$ cat config.mk
export PLATFORM = sky130hd
export DESIGN_NAME = lsbgf_ctrl
export DESIGN_NICKNAME = d
export VERILOG_FILES = /design/src/hw/rtl/lsbgf_pkg.sv /design/src/hw/rtl/lsbgf_ctrl.sv
export SDC_FILE = /design/constraint.sdc
export NUM_CORES = 1
export LEC_CHECK = 0
export BUFFER_PORTS_ARGS = -buffer_cell sky130_fd_sc_hd__buf_2
export CORE_AREA = 4 4 41 43
export DETAILED_ROUTE_END_ITERATION = 16
export DIE_AREA = 0 0 45 47
export PLACE_DENSITY = 0.57
export SLEW_MARGIN = 25
export SYNTH_ARGS = -nofsm -noshare
export SYNTH_HDL_FRONTEND = slang
export SYNTH_SLANG_ARGS = --single-unit
export TNS_END_PERCENT = 50
$ cat constraint.sdc
create_clock -name clk_i -period 1.1 [get_ports clk_i]
set_clock_uncertainty 0.05 [all_clocks]
set_input_delay 0 -clock clk_i [delete_from_list [all_inputs] [get_ports clk_i]]
set_output_delay 0 -clock clk_i [all_outputs]
set_load 0.01 [all_outputs]
$ cat src/hw/rtl/lsbgf_pkg.sv
// ----------------------------------------------------------------------------
// lsbgf_pkg
// Shared types and constants of the lidar scan binning and gap fill block.
// ----------------------------------------------------------------------------
package lsbgf_pkg;

  localparam int unsigned BinCount  = 360;
  localparam int unsigned BinW      = 9;
  localparam int unsigned DistW     = 18;
  localparam int unsigned AngleW    = 16;
  localparam int unsigned DistQ2W   = 20;
  localparam int unsigned ReqW      = 2;
  localparam int unsigned AngFrac   = 14;
  localparam int unsigned AngSumW   = 23;
  localparam int unsigned DegScale  = 90;
  localparam int unsigned RoundBias = 8192;
  localparam int unsigned HalfTurn  = 180;

  typedef enum logic [ReqW-1:0] {
    REQ_CLEAR = 2'd0,
    REQ_POINT = 2'd1,
    REQ_FILL  = 2'd2,
    REQ_READ  = 2'd3
  } req_e;

  typedef enum logic [1:0] {
    WSEL_CLEAR,
    WSEL_POINT,
    WSEL_FILL
  } wsel_e;

  typedef enum logic {
    RSEL_IDX,
    RSEL_FILL
  } rsel_e;

  typedef struct packed {
    logic  req_load;
    logic  cnt_clr;
    logic  cnt_inc;
    logic  mem_we;
    wsel_e wsel;
    logic  mem_re;
    rsel_e rsel;
    logic  win_shift;
    logic  out_load;
  } cmd_t;

  typedef struct packed {
    logic clear_last;
    logic fill_last;
    logic out_busy;
  } sts_t;

endpackage

$ cat src/hw/rtl/lsbgf_ctrl.sv
// ----------------------------------------------------------------------------
// lsbgf_ctrl
// Request sequencer: clear sweep, point write, bin read and fill walk.
// ----------------------------------------------------------------------------
module lsbgf_ctrl
  import lsbgf_pkg::*;
(
  input  logic            clk_i,
  input  logic            rst_ni,
  input  logic            in_valid_i,
  output logic            in_ready_o,
  input  logic [ReqW-1:0] req_type_i,
  input  sts_t            sts_i,
  output cmd_t            cmd_o
);

  localparam logic [2:0] ST_CLEAR  = 3'd0;
  localparam logic [2:0] ST_IDLE   = 3'd1;
  localparam logic [2:0] ST_POINT  = 3'd2;
  localparam logic [2:0] ST_READ_A = 3'd3;
  localparam logic [2:0] ST_READ_B = 3'd4;
  localparam logic [2:0] ST_FILL_A = 3'd5;
  localparam logic [2:0] ST_FILL_B = 3'd6;

  logic [2:0] state_q, state_d;

  always_comb begin
    state_d    = state_q;
    in_ready_o = 1'b0;
    cmd_o      = '0;
    cmd_o.wsel = WSEL_CLEAR;
    cmd_o.rsel = RSEL_IDX;
    unique case (state_q)
      ST_CLEAR: begin
        cmd_o.mem_we  = 1'b1;
        cmd_o.wsel    = WSEL_CLEAR;
        cmd_o.cnt_inc = 1'b1;
        if (sts_i.clear_last) begin
          state_d = ST_IDLE;
        end
      end
      ST_IDLE: begin
        in_ready_o = 1'b1;
        if (in_valid_i) begin
          cmd_o.req_load = 1'b1;
          cmd_o.cnt_clr  = 1'b1;
          unique case (req_e'(req_type_i))
            REQ_CLEAR: state_d = ST_CLEAR;
            REQ_POINT: state_d = ST_POINT;
            REQ_FILL:  state_d = ST_FILL_A;
            REQ_READ:  state_d = ST_READ_A;
            default:   state_d = ST_IDLE;
          endcase
        end
      end
      ST_POINT: begin
        cmd_o.mem_we = 1'b1;
        cmd_o.wsel   = WSEL_POINT;
        state_d      = ST_IDLE;
      end
      ST_READ_A: begin
        cmd_o.mem_re = 1'b1;
        cmd_o.rsel   = RSEL_IDX;
        state_d      = ST_READ_B;
      end
      ST_READ_B: begin
        if (!sts_i.out_busy) begin
          cmd_o.out_load = 1'b1;
          state_d        = ST_IDLE;
        end
      end
      ST_FILL_A: begin
        cmd_o.mem_re = 1'b1;
        cmd_o.rsel   = RSEL_FILL;
        state_d      = ST_FILL_B;
      end
      ST_FILL_B: begin
        cmd_o.mem_we    = 1'b1;
        cmd_o.wsel      = WSEL_FILL;
        cmd_o.win_shift = 1'b1;
        cmd_o.cnt_inc   = 1'b1;
        state_d         = sts_i.fill_last ? ST_IDLE : ST_FILL_A;
      end
      default: begin
        state_d = ST_IDLE;
      end
    endcase
  end

  always_ff @(posedge clk_i or negedge rst_ni) begin
    if (!rst_ni) begin
      state_q <= ST_CLEAR;
    end else begin
      state_q <= state_d;
    end
  end

endmodule

==> impl_metrics.py, run 1 <==
metrics = {
    "final_layout": {
        "syn2layout_area_growth_pct": 98.1,
        "post-route-util": 0.509,
        "multiInputGateArea_um2": 236,
        "drive_gt1_frac": 0.693,
        "reg_top3": "state_q (3)",
        "seq_area_um2": 75.1,
        "stdcell_count": 90,
        "largest_reg_flops": 3,
        "top_register": "state_q",
        "fill_cells": 129,
        "design_area_um2": 662,
        "num_antenna_cells": 0,
        "nNetsFinal": 84,
    },
    "route": {
        "drt-initial-drc-count": 3,
        "ant_nets": 0,
        "routed_wl_um": 1010,
        "dr.pass1.iters": 3,
        "wl_per_cell_um": 11.3,
        "vias": 386,
        "drcViolationCount": 0,
        "avgViaCountPerCell": 4.29,
    },
    "logic_synthesis": {
        "syn_area_per_cell_um2": 8.79,
        "syn_inst": 38,
        "synth_top_cell_by_area": "dfrtp_1",
        "synthTopCellsByArea": "dfrtp_1 22%, buf_6 10%, nor2_1 9.0%",
        "yosysUniqueCellTypes": 20,
        "synth_area_um2": 334,
        "synthesis.nets": 46,
        "yosysSeqAreaShare": 0.225,
        "yosysWarnings": 0,
        "synth_top_area_share": 0.225,
        "ys_seq_elements": 3,
    },
    "power": {
        "power_frac_seq": 0.119,
        "power.share.switching": 0.405,
        "clockPowerShare": 0.110,
        "p_leak_nw": 0.334,
        "powerDensity_nw_per_um2": 2640,
        "switching_power_mw": 0.707,
        "comb_power_share": 0.771,
        "p_int_mw": 1.04,
        "ir_drop_mv": 1.26,
    },
    "setup_path": {
        "critPathRequiredTime_ns": 1.05,
        "r2r_setup_slack_ns": -0.17,
        "path_max_fanout": 6,
        "end_kind": "output pin",
        "crit_type": "flip-flop to output pin",
        "startpoint_type": "flip-flop",
        "crit_arrival_ns": 1.26,
    },
    "global_routing": {
        "grt_max_degree": 7,
        "grt_overflow_total": 0,
        "grt_pass1_vias": 383,
        "grt_antenna_before_repair": 0,
        "grt_pass1_wl_um": 1510,
        "grt_util_all_layers": 0.0980,
    },
    "timing": {
        "setup_viol": 14,
        "fmax_mhz": 765,
        "finalSetupTns_ns": -1.82,
        "fin_hold_ws_ns": 0.0454,
        "timing.final.crit_share": 1.19,
        "maxSlewViolCount": 0,
        "grt_setup_unrepaired": "yes",
        "worstMarginPinSlew_ns": 0.340,
        "hold_viol": 0,
        "relSlewSlack": 0.773,
        "layout_min_cycle_time_ns": 1.31,
        "timing.final.ws_setup_ns": -0.207,
    },
    "clock_tree": {
        "ctsLongestPathBuffers": 2,
        "clkTransAtPathRegs_ns": 0.04,
        "htreeDepth": 1,
        "tritoncts": "yes",
        "numCtsBuffers": 3,
        "clk_latency_ns": 0.23,
        "cts_num_sinks": 3,
        "cts-root-buf": "clkbuf_4",
    },
    "placed_design": {
        "dp_hpwl_um": 670,
        "portBuffers": 18,
        "place_congestion": 0.827,
        "dp_cells": 77,
        "place_area_um2": 487,
    },
    "floorplan": {
        "die_h_um": 47,
        "die_w_um": 45,
        "std_cell_rows": 13,
        "coreArea_um2": 1300,
        "dieArea_um2": 2120,
        "start_util": 0.257,
        "ioPinCount": 19,
    },
    "outcome": {
        "violations": "setup timing",
        "status": "finished with violations",
    },
    "run": {
        "drv_cap": 0,
    },
    "worst_hold_path": {
        "worstHoldPathType": "primary input to async pin",
    },
}
[per-stage QoR]
| step | power (mW) | setup WS [ns] |
|---|---|---|
| 2_1_floorplan | 0.891 | -0.0162 |
| 3_3_place_gp | 1.21 | -0.0835 |
| 3_5_place_dp | 1.21 | -0.0689 |
| 4_1_cts | 1.66 | -0.222 |
| 5_1_grt | 1.87 | -0.254 |
| 6_report | 1.74 | -0.207 |
[cell type report]
type / count / area share
repair buffers: 38 / 0.440
multi-input cells: 27 / 0.357
flip-flops and latches: 3 / 0.113
clock buffers: 4 / 0.0397
well taps: 15 / 0.0284
inverters: 3 / 0.0208
[Yosys cell counts, drive strengths merged]
cell and n:
dfrtp 3, and2 2, o211a 1, o21ai 2
xor2 1, nor2 8, nor2b 2, nand2b 2
a21oi 3, nor4 2, buf 5, o211ai 1
nor4b 1, o21bai 1, a2111oi 1, inv 3
[per-layer routing]
metal,GRT usage,vias up,part of all wire
met3,0.00766,0,0.074
met2,0.181,16,0.56
li1,-,201,-
met1,0.112,169,0.37
met5,0,-,0
met4,0.0526,0,0
[timing repair]
item | CTS | global route
pin swaps | 3 | 2
endpoints found under the setup margin | 14 | 14
cloned | 0 | 0
resized for setup | 10 | 6
hold endpoints to repair | 4 | 0
buffers inserted | 6 | 1
hold buffers | 2 | 0
[worst paths after layout]
| check | from | cells past startpoint | endpoint |
|---|---|---|---|
| setup / recovery | state_q[0] | 5 | cmd_o[1] |
| hold / removal | rst_ni | 2 | state_q[2] |
| setup reg to reg | state_q[0] | 6 | state_q[2] |
| hold reg to reg | state_q[1] | 2 | state_q[1] |
| max in group asynchronous | rst_ni | 2 | state_q[1] |
| min in group clk_i | in_valid_i | 3 | state_q[2] |
[kinds of logic after synthesis]
kind of cell | Yosys count | share of synthesized area
flip-flops | 3 | 0.225
AO/OA/AOI/OAI | 9 | 0.206
XOR/XNOR | 1 | 0.0262
buffers and inverters | 8 | 0.187
AND/OR/NAND/NOR | 17 | 0.356
[worst max-delay path, stage by stage, from the launching register on]
cell	delay [ns]
dfrtp_1	0.40
buf_6	0.15
nand2b_4	0.14
buf_6	0.13
nor2_4	0.10
buf_6	0.11
[power groups by stage]
stage                     logic (mW)  clock network, mW  registers [mW]
after floorplan                0.712                  0           0.179
after global placement         0.995                  0           0.210
after detailed placement       0.997                  0           0.211
after CTS                       1.25              0.200           0.208
after global routing            1.45              0.209           0.214
final                           1.34              0.192           0.207
[cell usage in the layout, fill, tap and decap left out, types with 3 or more instances in the layout]
cell type,instances
buf_4,14
buf_2,13
buf_6,9
nor2_1,5
nor2_4,3
clkbuf_4,3
dfrtp_1,3
Power figures use the tool's default switching activity.
==> inputs of run 2 (changes only) <==
Settings changed: SKIP_LAST_GASP set to 1.
==> impl_metrics.py, run 2 (synthesis results as in run 1) <==
metrics = {
    "timing": {
        "layout_min_cycle_time_ns": 1.31,
        "worstMarginPinSlew_ns": 0.335,
        "timing.final.crit_share": 1.19,
        "maxSlewViolCount": 0,
        "setup_viol": 14,
        "hold_viol": 0,
        "fmax_mhz": 765,
        "relSlewSlack": 0.777,
        "grt_setup_unrepaired": "yes",
        "timing.final.ws_setup_ns": -0.207,
    },
    "route": {
        "wl_met2_um": 561,
        "routed_wl_um": 996,
        "drcViolationCount": 0,
        "ant_nets": 0,
        "drt-initial-drc-count": 2,
        "wl_per_cell_um": 11.2,
        "met3WireLength_um": 75,
        "top_layer": "met3",
        "wl_met1_um": 359,
        "dr.pass1.iters": 2,
        "vias": 382,
        "avgViaCountPerCell": 4.29,
    },
    "final_layout": {
        "post-route-util": 0.500,
        "design_area_um2": 651,
        "syn2layout_area_growth_pct": 94.8,
        "final_cell_mix": "13 x buf_2, 13 x buf_4, 9 x buf_6",
        "drive_gt1_frac": 0.676,
        "multiInputGateArea_um2": 233,
        "nNetsFinal": 83,
        "reg_top3": "state_q (3)",
        "num_antenna_cells": 0,
        "top_register": "state_q",
        "largest_reg_flops": 3,
        "stdcell_count": 89,
        "seq_area_um2": 75.1,
        "fill_cells": 129,
    },
    "placed_design": {
        "dp_hpwl_um": 670,
        "dp_cells": 77,
        "place_congestion": 0.827,
        "place_area_um2": 487,
        "portBuffers": 18,
    },
    "clock_tree": {
        "tritoncts": "yes",
        "clk_latency_ns": 0.23,
        "cts-root-buf": "clkbuf_4",
        "numCtsBuffers": 3,
        "ctsLongestPathBuffers": 2,
        "cts_num_sinks": 3,
        "htreeDepth": 1,
        "clkTransAtPathRegs_ns": 0.04,
    },
    "setup_path": {
        "path_max_fanout": 6,
        "cpMostUsedCell": "buf_6",
        "r2r_setup_slack_ns": -0.15,
        "endpoint": "cmd_o[1]",
        "crit_arrival_ns": 1.26,
        "startpoint_type": "flip-flop",
        "end_kind": "output pin",
        "crit_type": "flip-flop to output pin",
        "r2r_cells": 6,
        "critPathRequiredTime_ns": 1.05,
        "crit_start": "state_q[0]",
        "timing.rr.start": "state_q[0]",
        "r2r_end": "state_q[2]",
        "slowest_delay_ns": 0.40,
        "crit_path_top_delay_cell": "dfrtp_1",
        "crit_chain": "buf_6 -> nand2b_4 -> buf_6 -> nor2_4 -> buf_6",
    },
    "worst_hold_path": {
        "worstHoldPathType": "primary input to async pin",
    },
    "global_routing": {
        "grt_pass1_vias": 381,
        "grt_antenna_before_repair": 0,
        "grt_util_all_layers": 0.0980,
        "grt_pass1_wl_um": 1510,
        "grt_max_degree": 7,
        "grt_overflow_total": 0,
    },
    "floorplan": {
        "std_cell_rows": 13,
        "coreArea_um2": 1300,
        "start_util": 0.257,
        "ioPinCount": 19,
        "die_w_um": 45,
        "dieArea_um2": 2120,
        "die_h_um": 47,
    },
    "power": {
        "p_leak_nw": 0.327,
        "p_total_mw": 1.71,
        "powerDensity_nw_per_um2": 2640,
        "ir_drop_mv": 1.26,
    },
    "outcome": {
        "violations": "setup timing",
        "status": "finished with violations",
    },
    "run": {
        "drv_cap": 0,
    },
}
-- run 2: layer usage --
layer  vias to the layer above  track usage
met5                         -            0
met4                         0       0.0526
li1                        198            -
met1                       168        0.112
met2                        16        0.181
met3                         0      0.00766
-- run 2: worst min path at each step --
stage | to | slack (ns) | cells past startpoint
after CTS | state_q[2] | 0.04 | 2
after global placement | state_q[0] | -0.25 | 1
after detailed placement | state_q[2] | -0.25 | 1
after global routing | state_q[2] | 0.07 | 2
final | state_q[2] | 0.05 | 2
after floorplan | state_q[0] | -0.35 | 0
-- run 2: area by class of cell --
class / count / area share
Clock buffer: 4 / 0.0404
Inverter: 3 / 0.0212
Timing Repair Buffer: 37 / 0.437
Sequential cell: 3 / 0.115
Tap cell: 15 / 0.0288
Multi-Input combinational cell: 27 / 0.358
-- run 2: what timing repair did --
item / in CTS / in global routing
hold buffers: 2 / 0
setup endpoints to repair: 14 / 14
gates resized for setup: 9 / 6
pin swaps: 2 / 1
setup buffers: 6 / 0
hold endpoints to repair: 4 / 0
-- run 2: critical path: cells and delay by family (launching register included) --
| family | cells | cell delay, ns |
|---|---|---|
| DFF | 1 | 0.40 |
| and+or+nand+nor | 2 | 0.24 |
| buffers and inverters | 3 | 0.39 |
-- run 2: metrics by stage --
| step | TNS (ns) | worst slack [ns] | hold WS (ns) |
|---|---|---|---|
| 2_1_floorplan | -0.0162 | -0.0162 | -0.346 |
| 3_3_place_gp | -0.191 | -0.0835 | -0.254 |
| 3_5_place_dp | -0.181 | -0.0689 | -0.254 |
| 4_1_cts | -1.89 | -0.222 | 0.0447 |
| 5_1_grt | -2.64 | -0.255 | 0.0724 |
| 6_report | -1.82 | -0.207 | 0.0468 |
-- run 2: power breakdown --
group / switching, mW / total [mW] / internal (mW)
clock: 0.0570 / 0.193 / 0.136
combinational: 0.584 / 1.31 / 0.730
sequential: 0.0497 / 0.207 / 0.157
total: 0.691 / 1.71 / 1.02
